File: src/rtl/jmss_pkg.sv
// Types, marker codes and constants shared by the JPEG marker segment scanner.
`default_nettype none
package jmss_pkg;

    localparam logic [7:0] MARK_FILL = 8'hFF;
    localparam logic [7:0] MARK_RST0 = 8'hD0;
    localparam logic [7:0] MARK_SOI  = 8'hD8;
    localparam logic [7:0] MARK_EOI  = 8'hD9;
    localparam logic [7:0] MARK_SOS  = 8'hDA;
    localparam logic [7:0] MARK_APP0 = 8'hE0;
    localparam logic [7:0] MARK_APP1 = 8'hE1;

    localparam logic [2:0]  EXIF_TAG_LEN = 3'd6;
    localparam logic [15:0] EXIF_MIN_LEN = 16'd8;
    localparam logic [15:0] LEN_FIELD    = 16'd2;

    typedef enum logic [4:0] {
        PH_SEEK_FF   = 5'b00001,
        PH_SEEK_MARK = 5'b00010,
        PH_LEN_HI    = 5'b00100,
        PH_LEN_LO    = 5'b01000,
        PH_PAYLOAD   = 5'b10000
    } phase_t;

    typedef enum logic [1:0] {
        END_SOS   = 2'd0,
        END_EOI   = 2'd1,
        END_TRUNC = 2'd2
    } end_kind_t;

    typedef struct packed {
        logic [7:0] data_byte;
        logic       first_byte;
        logic       last_byte;
    } in_item_t;

    typedef struct packed {
        logic [7:0] insert_position;
        logic [7:0] exif_segment_index;
        logic       exif_found;
        logic [7:0] segment_total;
        end_kind_t  end_kind;
    } result_t;

    typedef struct packed {
        phase_t      phase;
        logic [7:0]  marker;
        logic [7:0]  len_hi;
        logic [15:0] payload_left;
        logic [2:0]  id_pos;
        logic        id_match;
        logic [7:0]  seg_cnt;
        logic [7:0]  insert_pos;
        logic [7:0]  exif_idx;
        logic        exif_seen;
        logic        done;
    } scan_state_t;

    localparam scan_state_t SCAN_RESET = '{
        phase:        PH_SEEK_FF,
        marker:       8'd0,
        len_hi:       8'd0,
        payload_left: 16'd0,
        id_pos:       3'd0,
        id_match:     1'b0,
        seg_cnt:      8'd0,
        insert_pos:   8'd0,
        exif_idx:     8'd0,
        exif_seen:    1'b0,
        done:         1'b0
    };

    // "Exif" followed by two zero bytes
    function automatic logic [7:0] exif_tag_byte(input logic [2:0] pos);
        logic [7:0] tag;
        case (pos)
            3'd0:    tag = 8'h45;
            3'd1:    tag = 8'h78;
            3'd2:    tag = 8'h69;
            3'd3:    tag = 8'h66;
            default: tag = 8'h00;
        endcase
        return tag;
    endfunction

endpackage
`default_nettype wire

File: src/rtl/jmss_in_reg.sv
// Input register: holds one accepted byte item until the scanner consumes it.
`default_nettype none
module jmss_in_reg (
    input  wire logic              aclk,
    input  wire logic              aresetn,
    input  wire logic              s_valid,
    output logic                   s_ready,
    input  wire jmss_pkg::in_item_t s_item,
    input  wire logic              advance,
    output logic                   item_valid,
    output jmss_pkg::in_item_t     item
);
    import jmss_pkg::*;

    logic     valid_reg, valid_next;
    in_item_t item_reg;

    assign s_ready    = !valid_reg || advance;
    assign item_valid = valid_reg;
    assign item       = item_reg;

    always_comb begin
        valid_next = valid_reg;
        if (s_ready) begin
            valid_next = s_valid;
        end
    end

    always_ff @(posedge aclk) begin
        if (!aresetn) begin
            valid_reg <= 1'b0;
        end else begin
            valid_reg <= valid_next;
        end
    end

    always_ff @(posedge aclk) begin
        if (s_valid && s_ready) begin
            item_reg <= s_item;
        end
    end

    // advancing consumes the held item, so it needs one
    assert property (@(posedge aclk) disable iff (!aresetn) advance |-> valid_reg)
        else $error("jmss_in_reg: advance without a held item");

endmodule
`default_nettype wire

File: src/rtl/jmss_scan.sv
// Marker scan state and its per-byte next-state logic.
`default_nettype none
module jmss_scan #(
    parameter int MAX_SEGMENTS = 255
) (
    input  wire logic               aclk,
    input  wire logic               aresetn,
    input  wire jmss_pkg::in_item_t item,
    input  wire logic               advance,
    output logic                    emit,
    output jmss_pkg::result_t       result
);
    import jmss_pkg::*;

    localparam logic [7:0] SEG_CAP = 8'((MAX_SEGMENTS < 255) ? MAX_SEGMENTS : 255);

    scan_state_t state_reg, state_next;
    scan_state_t cur;
    logic [15:0] seg_size;
    logic [2:0]  pos_inc;

    function automatic logic [7:0] sat_inc(input logic [7:0] v);
        return (v >= SEG_CAP) ? SEG_CAP : v + 8'd1;
    endfunction

    always_comb begin
        cur        = item.first_byte ? SCAN_RESET : state_reg;
        state_next = cur;
        emit       = 1'b0;
        seg_size   = {cur.len_hi, item.data_byte};
        pos_inc    = cur.id_pos + 3'd1;
        result.end_kind = END_TRUNC;

        if (!cur.done) begin
            case (cur.phase)
                PH_SEEK_FF: begin
                    if (item.data_byte == MARK_FILL) begin
                        state_next.phase = PH_SEEK_MARK;
                    end
                end
                PH_SEEK_MARK: begin
                    // drop fill bytes
                    if (item.data_byte != MARK_FILL) begin
                        state_next.marker = item.data_byte;
                        if (item.data_byte == MARK_SOS) begin
                            emit            = 1'b1;
                            result.end_kind = END_SOS;
                        end else if (item.data_byte == MARK_EOI) begin
                            emit            = 1'b1;
                            result.end_kind = END_EOI;
                        end else if (item.data_byte inside {[MARK_RST0:MARK_SOI]}) begin
                            state_next.seg_cnt = sat_inc(cur.seg_cnt);
                            state_next.phase   = PH_SEEK_FF;
                        end else begin
                            if (item.data_byte == MARK_APP0) begin
                                state_next.insert_pos = sat_inc(cur.seg_cnt);
                            end
                            state_next.phase = PH_LEN_HI;
                        end
                    end
                end
                PH_LEN_HI: begin
                    state_next.len_hi = item.data_byte;
                    state_next.phase  = PH_LEN_LO;
                end
                PH_LEN_LO: begin
                    state_next.payload_left = (seg_size > LEN_FIELD) ? seg_size - LEN_FIELD
                                                                     : 16'd0;
                    state_next.id_pos   = 3'd0;
                    state_next.id_match = (cur.marker == MARK_APP1) &&
                                          (seg_size >= EXIF_MIN_LEN);
                    if (seg_size <= LEN_FIELD) begin
                        state_next.seg_cnt = sat_inc(cur.seg_cnt);
                        state_next.phase   = PH_SEEK_FF;
                    end else begin
                        state_next.phase = PH_PAYLOAD;
                    end
                end
                PH_PAYLOAD: begin
                    if (cur.id_match && (cur.id_pos < EXIF_TAG_LEN)) begin
                        if (item.data_byte != exif_tag_byte(cur.id_pos)) begin
                            state_next.id_match = 1'b0;
                        end else begin
                            state_next.id_pos = pos_inc;
                            if (pos_inc == EXIF_TAG_LEN) begin
                                state_next.exif_seen = 1'b1;
                                state_next.exif_idx  = cur.seg_cnt;
                                state_next.id_match  = 1'b0;
                            end
                        end
                    end
                    state_next.payload_left = cur.payload_left - 16'd1;
                    if (cur.payload_left == 16'd1) begin
                        state_next.seg_cnt = sat_inc(cur.seg_cnt);
                        state_next.phase   = PH_SEEK_FF;
                    end
                end
                default: begin
                    state_next.phase = PH_SEEK_FF;
                end
            endcase

            if (item.last_byte && !emit) begin
                emit            = 1'b1;
                result.end_kind = END_TRUNC;
            end
            if (emit) begin
                state_next.done = 1'b1;
            end
        end

        result.insert_position    = state_next.insert_pos;
        result.exif_segment_index = state_next.exif_idx;
        result.exif_found         = state_next.exif_seen;
        result.segment_total      = state_next.seg_cnt;
    end

    always_ff @(posedge aclk) begin
        if (!aresetn) begin
            state_reg <= SCAN_RESET;
        end else if (advance) begin
            state_reg <= state_next;
        end
    end

    assert property (@(posedge aclk) disable iff (!aresetn)
        (state_reg.seg_cnt <= SEG_CAP) && (state_reg.insert_pos <= SEG_CAP))
        else $error("jmss_scan: count above saturation limit");

    assert property (@(posedge aclk) disable iff (!aresetn)
        state_reg.exif_idx <= state_reg.seg_cnt)
        else $error("jmss_scan: Exif index ahead of segment count");

    // once finished, only a new file start changes the state
    assert property (@(posedge aclk) disable iff (!aresetn)
        (state_reg.done && advance && !item.first_byte) |=> $stable(state_reg))
        else $error("jmss_scan: state moved after scan end");

    assert property (@(posedge aclk) disable iff (!aresetn)
        (state_reg.done && !item.first_byte) |-> !emit)
        else $error("jmss_scan: result after scan end");

endmodule
`default_nettype wire

File: src/rtl/jmss_out_reg.sv
// Result register: holds one summary item until the receiver takes it.
`default_nettype none
module jmss_out_reg (
    input  wire logic              aclk,
    input  wire logic              aresetn,
    input  wire logic              load,
    input  wire jmss_pkg::result_t load_result,
    output logic                   free,
    output logic                   m_valid,
    input  wire logic              m_ready,
    output jmss_pkg::result_t      m_result
);
    import jmss_pkg::*;

    logic    valid_reg, valid_next;
    result_t result_reg;

    assign free     = !valid_reg || m_ready;
    assign m_valid  = valid_reg;
    assign m_result = result_reg;

    always_comb begin
        valid_next = valid_reg;
        if (free) begin
            valid_next = load;
        end
    end

    always_ff @(posedge aclk) begin
        if (!aresetn) begin
            valid_reg <= 1'b0;
        end else begin
            valid_reg <= valid_next;
        end
    end

    always_ff @(posedge aclk) begin
        if (load && free) begin
            result_reg <= load_result;
        end
    end

    // a load must never overwrite an item still waiting
    assert property (@(posedge aclk) disable iff (!aresetn) load |-> free)
        else $error("jmss_out_reg: load while result stalled");

endmodule
`default_nettype wire

File: src/rtl/jpeg_marker_segment_scanner.sv
// Top level of the JPEG marker segment scanner.
//
// Input channel (s_): one byte of a JPEG file per item. s_tuser marks the first
// byte of a new file and clears the scan state; s_tlast marks the last byte.
// Result channel (m_): one summary item per file, at SOS, EOI or the byte
// flagged last (end_kind in m_tuser). After that, bytes are taken and dropped
// until the next first byte.
// A byte accepted into the input register is scanned there by combinational
// logic, and its result is registered in the result register, from which it
// drives m_. Throughput is one byte per cycle while no result-causing byte
// waits on a stalled receiver; the scan state advances once per accepted byte.
// Reset (aresetn low, synchronous) empties both registers and returns the scan
// to the search for 0xFF.
// When the receiver stalls, the waiting result holds; bytes that cause no
// result keep flowing, and one that would cause a result waits in the input
// register, so s_tready falls only then.
`default_nettype none
module jpeg_marker_segment_scanner #(
    parameter int MAX_SEGMENTS = 255
) (
    input  wire logic        aclk,
    input  wire logic        aresetn,
    input  wire logic        s_tvalid,
    output logic             s_tready,
    input  wire logic [7:0]  s_tdata,   // [7:0] data_byte
    input  wire logic        s_tuser,   // [0] first_byte
    input  wire logic        s_tlast,   // last_byte
    output logic             m_tvalid,
    input  wire logic        m_tready,
    // [7:0] insert_position, [15:8] exif_segment_index, [16] exif_found,
    // [24:17] segment_total, [31:25] zero
    output logic [31:0]      m_tdata,
    output logic [1:0]       m_tuser    // [1:0] end_kind
);
    import jmss_pkg::*;

    in_item_t s_item;
    in_item_t item;
    logic     item_valid;
    logic     emit;
    logic     out_free;
    logic     advance;
    result_t  scan_result;
    result_t  m_result;

    assign s_item.data_byte  = s_tdata;
    assign s_item.first_byte = s_tuser;
    assign s_item.last_byte  = s_tlast;

    // hold an item that would emit while the result register is occupied
    assign advance = item_valid && (!emit || out_free);

    jmss_in_reg u_in_reg (
        .aclk       (aclk),
        .aresetn    (aresetn),
        .s_valid    (s_tvalid),
        .s_ready    (s_tready),
        .s_item     (s_item),
        .advance    (advance),
        .item_valid (item_valid),
        .item       (item)
    );

    jmss_scan #(
        .MAX_SEGMENTS (MAX_SEGMENTS)
    ) u_scan (
        .aclk    (aclk),
        .aresetn (aresetn),
        .item    (item),
        .advance (advance),
        .emit    (emit),
        .result  (scan_result)
    );

    jmss_out_reg u_out_reg (
        .aclk        (aclk),
        .aresetn     (aresetn),
        .load        (advance && emit),
        .load_result (scan_result),
        .free        (out_free),
        .m_valid     (m_tvalid),
        .m_ready     (m_tready),
        .m_result    (m_result)
    );

    assign m_tdata = {7'd0, m_result.segment_total, m_result.exif_found,
                      m_result.exif_segment_index, m_result.insert_position};
    assign m_tuser = m_result.end_kind;

    assert property (@(posedge aclk) disable iff (!aresetn)
        m_tvalid |-> (m_tuser != 2'd3))
        else $error("jpeg_marker_segment_scanner: undefined end kind");

    assert property (@(posedge aclk) disable iff (!aresetn)
        !s_tready |-> (item_valid && emit && !out_free))
        else $error("jpeg_marker_segment_scanner: input stalled without cause");

    assert property (@(posedge aclk) !aresetn |=> !m_tvalid)
        else $error("jpeg_marker_segment_scanner: result valid after reset");

endmodule
`default_nettype wire
File: config.mk
export PLATFORM = sky130hd
export DESIGN_NAME = jpeg_marker_segment_scanner
export DESIGN_NICKNAME = d
export VERILOG_FILES = /design/src/rtl/jmss_pkg.sv /design/src/rtl/jmss_in_reg.sv /design/src/rtl/jmss_scan.sv /design/src/rtl/jmss_out_reg.sv /design/src/rtl/jpeg_marker_segment_scanner.sv
export SDC_FILE = /design/constraint.sdc
export NUM_CORES = 1
export LEC_CHECK = 0
export ABC_AREA = 1
export CORE_MARGIN = 2
export CORE_UTILIZATION = 55
export DETAILED_ROUTE_END_ITERATION = 8
export DONT_BUFFER_PORTS = 1
export GPL_TIMING_DRIVEN = 0
export PLACE_DENSITY = 0.67
export SLEW_MARGIN = 40
export SYNTH_ARGS = -nofsm -noshare
export SYNTH_HDL_FRONTEND = slang
export SYNTH_SLANG_ARGS = --single-unit
File: constraint.sdc
create_clock -name aclk -period 2.7 [get_ports aclk]
set_input_delay 0.54 -clock aclk [delete_from_list [all_inputs] [get_ports aclk]]
set_output_delay 0.54 -clock aclk [all_outputs]
set_load 0.005 [all_outputs]
# Word level (Yosys, flattened, before mapping)
# Index checks and enable logic that the tools add are counted.
# W data, S select, Z words.
# totals
register_bits,106
latchBits,0
ramBits,0
rom_bits,0
mem_count,0
# op_classes
add_sub_neg,4
mul,0
div,0
magnitude_cmp,7
eq_ne,17
shift,0
muxes,48
bitwise,2
reduce_logical,18
# op_table
cell,count
$mux W67,2
$mux W8,12
$mux W16,4
$eq A8 B8 Y1 const B,5
$pmux W20 S2,1
$mux W9,4
$pmux W7 S4,1
$mux W5,5
$pmux W5 S5,1
$pmux W8 S3,1
$eq A16 B1 Y1 const B,1
$ge A16 B4 Y1 const B,1
$ge A8 B8 Y1 const B,2
$gt A16 B2 Y1 const B,1
$le A16 B2 Y1 const B,1
$sub A16 B1 Y16 const B,1
$sub A16 B2 Y16 const B,1
$mux W13,1
$mux W1,11
$add A8 B1 Y8 const B,1
$le A8 B8 Y1 const B,1
$logic_and A1 B1 Y1,8
$ne A8 B8 Y1,1
$ne A8 B8 Y1 const B,1
other kinds (19),28

# Depth between registers and ports, before layout
# logic_depth
word_depth,16
mapped_depth,17
depth_no_buf,15

# By module
# Synthesis repeated with hierarchy kept, for this count alone.
# hier_totals
cells_unflattened,962
area_unflattened_um2,6762.7
# by_module_without_submodules
module,instances,cells_per_inst,area_per_inst_um2,seq_area_each_um2
jmss_scan,1,898,5467.7,1341.3
jmss_out_reg,1,34,862.1,830.8
jmss_in_reg,1,17,351.6,320.3
jpeg_marker_segment_scanner,1,13,81.3,0.0

# Worst setup path before layout
# Ideal clock, no wire load.
# synth_timing
kind,reg-to-reg
startpoint,register u_in_reg.item_reg (netlist bit u_in_reg.item[1])
endpoint,register u_out_reg.result_reg (netlist bit u_out_reg.m_result[0]) (enable)
setup_time_ns,0.382
arrival_time_ns,1.945
path_slack_ns,0.373
stages_incl_launch_ff,13
path_buffers,1
cell_sequence,edfxtp_1 buf_6 nor2_2 inv_1 nand3_2 inv_2 nand2_1 nand2_1 nand3_1 nand2_2 nor2_2 nand2_1 inv_1
# synth_between
elab_chain_cells,14
# synth_lines
item,line,text
"start, declared",jmss_in_reg.sv:16,in_item_t item_reg;
"start signal, assigned",jmss_in_reg.sv:39,item_reg <= s_item;
$mux W67 (*),jmss_scan.sv:27,cur = item.first_byte ? SCAN_RESET : state_reg;
$eq A5 B2 Y1,jmss_scan.sv:35,case (cur.phase)
$mux W1,jmss_scan.sv:35,
$mux W1,jmss_scan.sv:34,if (!cur.done) begin
$logic_not A1 Y1,jmss_scan.sv:103,if (item.last_byte && !emit) begin
$logic_and A1 B1 Y1,jmss_scan.sv:103,
$mux W1,jmss_scan.sv:103,
$mux W1,jmss_scan.sv:34,
$mux W1 (*),jmss_scan.sv:34,
$logic_not A1 Y1,jpeg_marker_segment_scanner.sv:51,assign advance = item_valid && (!emit || out_free);
$logic_or A1 B1 Y1,jpeg_marker_segment_scanner.sv:51,
$logic_and A1 B1 Y1,jpeg_marker_segment_scanner.sv:51,
$logic_and A1 B1 Y1 (*),jpeg_marker_segment_scanner.sv:78,".load (advance && emit),"
$logic_and A1 B1 Y1 (*),jmss_out_reg.sv:38,if (load && free) begin
"end signal, assigned",jmss_out_reg.sv:39,result_reg <= load_result;
"end, declared",jmss_out_reg.sv:16,result_t result_reg;
# Mark *: on every way between the ends. The rest lies on a longest branch, timed or not. The select of a mux whose other input is x is not followed.
# A chain may end at the register's enable or synchronous reset.

==> impl_metrics.yaml <==
run_status:
  status: "complete, no violations"
yosys:
  post_synth_cell_types: 44
  synth_top_family_by_area: "simple AND/OR/NAND/NOR gates"
  synth_xor_xnor_area_share_pct: 1.43
  synth_cells: 988
  synth-seq-area-share_pct: 37.0
  asyncSetResetFlopFracSynth_pct: 0
  synth.mux.area_fraction_pct: 0
  synthDominantAreaCellType: "dfxtp_1"
  synthDominantCellAreaShare_pct: 20.5
  ys_top_cells_by_area: "dfxtp_1 21%, edfxtp_1 16%, nand2_1 13%"
  synth_ff_type: "dfxtp_1"
  synthesis.yosys.warnings: 0
  yosys_register_bits: 106
  synth_compound_gate_area_share_pct: 15.6
  syn_area_per_cell_sq_um: 6.82
  synth-edff-count: 37
  yosys.area_share.simple_pct: 33.4
  syn-cell-area_sq_um: 6730
  yosys.area_share.adder_pct: 1.11
power_and_ir_drop:
  static-leakage-power_nw: 3.38
  power_density_nw_per_um2: 504
  power_frac_clock_pct: 37.8
  ir_drop_mv: 0.487
  internal_power_mw: 2.67
  fin_total_pwr_mw: 3.70
  seq_power_share_pct: 48.1
  p_switching_mw: 1.03
  power_switching_share_pct: 27.9
  share_comb_of_total_power_pct: 14.2
clocking:
  cts_htree_levels: 3
  clock_tree.root_cell: "clkbuf_16"
  cts.sinks: 106
  clk_path_buf_depth: 2
  clock_insertion_delay_at_the_later_pin_of_the_skew_report_ns: 0.36
  cts_tree: "yes"
  cts_made_buffers: 9
  cts.clk_slew.worst_paths_ns: 0.07
hold_path:
  hold_path_startpoint: "s_tlast"
  holdCritPathClass: "primary input to flip-flop"
  worstHoldPathCells: 0
  destination_of_the_worst_hold_path: "u_in_reg.item[0]"
placed_design:
  postPlaceCellArea_sq_um: 6940
  globalplace.congestion: 0.965
  placement.setup.worst_slack_ns: 0.103
  port-buffer-count: 0
  dp.final_hpwl_um: 14600
final_layout:
  final_cell_mix: "233 x nand2_1, 112 x inv_1, 108 x nor2_1"
  n_antenna_cell: 0
  largest_register_ff_count: 67
  fillCellCount: 1163
  most_frequent_standard_cell_in_the_layout_excluding_fill_and_tap_cells: "nand2_1"
  sequential_cell_area_sq_um: 2490
  finish.net_count: 1027
  fraction_of_final_layout_cells_sized_beyond_drive_strength_1_pct: 11.9
  area_growth_pct: 8.84
  final_cell_area_sq_um: 7330
  multi_input_comb_area_sq_um: 3550
setup_path:
  worstSetupStartpointType: "flip-flop"
  regToRegEndpoint: "u_out_reg.m_result[6]"
  crit_path_max_fanout: 10
  critical_path.reg2reg.startpoint: "u_in_reg.item[1]"
  path_class: "flip-flop to flip-flop"
  r2r_cells: 16
  cp_data_required_time_ns: 2.77
  timing.critical_path.arrival_ns: 2.66
  end_kind: "flip-flop"
  rrSetupSlack_ns: 0.11
  timing.critical_path.from: "u_in_reg.item[1]"
floorplanning:
  fp.dieH_um: 115
  coreArea_sq_um: 12000
  boundary_pins: 50
  start_util_pct: 56.3
  design.die.area_sq_um: 13100
  chipWidth_um: 115
  floorplan.rows: 40
timing:
  hold_viol_final: 0
  layout_worst_path_cycle_share_pct: 95.9
  worst_setup_margin_ns: 0.110
  setup-violations-final: 0
  maxClockFrequency_ghz: 0.386
  worst_slew_pin_slew_ns: 0.792
  post-route-min-period_ns: 2.59
  max_slew_margin_pct: 47.2
  clock-skew-final_ns: 0.00962
  tns_ns: 0
  drv_slew: 0
drt:
  postRouteAntennaNets: 0
  routed_wirelength_um: 19900
  routedWlPerCell_um: 17.2
  remaining_drc_errors: 0
  dr.first_iter.drc_count: 589
  total_via_count_in_the_routed_design: 6566
  drt_pre_antenna_iters: 5
  avgViaCountPerCell: 5.67
global_routing:
  overall_global_routing_resource_usage_pct: 31.0
  globalRouteOverflowTotal: 0
  grt_pass1_wl_um: 30900
  number_of_global_route_vias_before_repair: 5776
  maximum_number_of_pins_on_one_net_before_global_route_repair: 29
  initial_antenna_violation_count: 0
job:
  max_cap_viol_count: 0
[cells in the mapped netlist (3+ instances only)]
cell      instances
a31oi_1          10
buf_2            19
a21oi_1          66
inv_2             5
clkbuf_1         10
edfxtp_1         37
xor2_1            9
nor2_2           11
nand4_1          22
dfxtp_1          69
buf_6             3
buf_1             3
o21ai_1          13
o22ai_1           6
nand3_1          71
nand2_2          14
o21ai_0          88
nand3_2           6
buf_4            13
nor2_1          112
nor3_1           12
nand2_1         236
inv_1           113
nand2_4           5
ha_1              6
[stage by stage]
step	instances	hold WS, ns	utilization, %
6_report	1159	0.274	61.3
5_1_grt	1159	0.261	61.3
4_1_cts	1157	0.263	60.6
3_5_place_dp	1141	0.449	58.0
3_3_place_gp	1141	0.449	58.0
2_1_floorplan	994	0.430	-
[logic make-up (layout without fill, tap and decap cells)]
group | after synthesis | after routing
and+or+nand+nor | 499 | 499
xor gates and xnor gates | 11 | 11
buffers and inverters | 169 | 187
adders and majority gates | 6 | 6
AOI/OAI and AO/OA | 196 | 196
other | 1 | 7
DFF | 106 | 106
[layer usage]
layer | GRT usage, % | wire, um
met4 | 9.35 | 381
met3 | 5.88 | 1870
met5 | 0 | 0
met1 | 42.7 | 8740
met2 | 49.6 | 8900
[cell type report]
cell class / instances / area share, %
Inverter: 119 / 6.16
Multi-Input combinational cell: 719 / 48.4
Timing Repair Buffer: 2 / 0.205
Buffer: 50 / 4.44
Sequential cell: 106 / 34.0
Clock buffer: 11 / 3.45
Tap cell: 147 / 2.51
Clock inverter: 5 / 0.836
[critical path: stages, from the launching register on]
cell	delay (ns)
edfxtp_1	0.38
buf_6	0.16
inv_4	0.08
buf_12	0.15
buf_12	0.15
nand2_2	0.08
inv_1	0.08
ha_1	0.16
nand3_1	0.10
nor2_2	0.13
nand2_2	0.09
o21ai_4	0.24
nand4_4	0.18
nand2_2	0.11
nand2_1	0.05
nand2_1	0.05
o21ai_0	0.10
[power by group through the flow]
stage	registers [mW]	logic (mW)	clock network, mW
finish	1.78	0.523	1.40
global route	1.79	0.583	1.47
CTS	1.78	0.508	1.42
detailed placement	1.81	0.505	0
global placement	1.81	0.502	0
floorplan	1.80	0.381	0
[worst max-delay path by stage]
stage	slack, ns	cells after the start	to
2_1_floorplan	0.37	12	u_out_reg.m_result[0]
3_3_place_gp	-0.20	11	u_out_reg.m_result[26]
3_5_place_dp	0.10	16	u_out_reg.m_result[6]
4_1_cts	0.09	16	u_out_reg.m_result[6]
5_1_grt	-0.06	16	u_out_reg.m_result[5]
6_report	0.11	16	u_out_reg.m_result[6]
[repair_timing]
item,4_1_cts,5_1_grt
setup endpoints to repair,0,47
setup buffers,0,2
hold buffers,0,0
resized for setup,0,19
No activity file was read; power rests on OpenSTA's default activity.
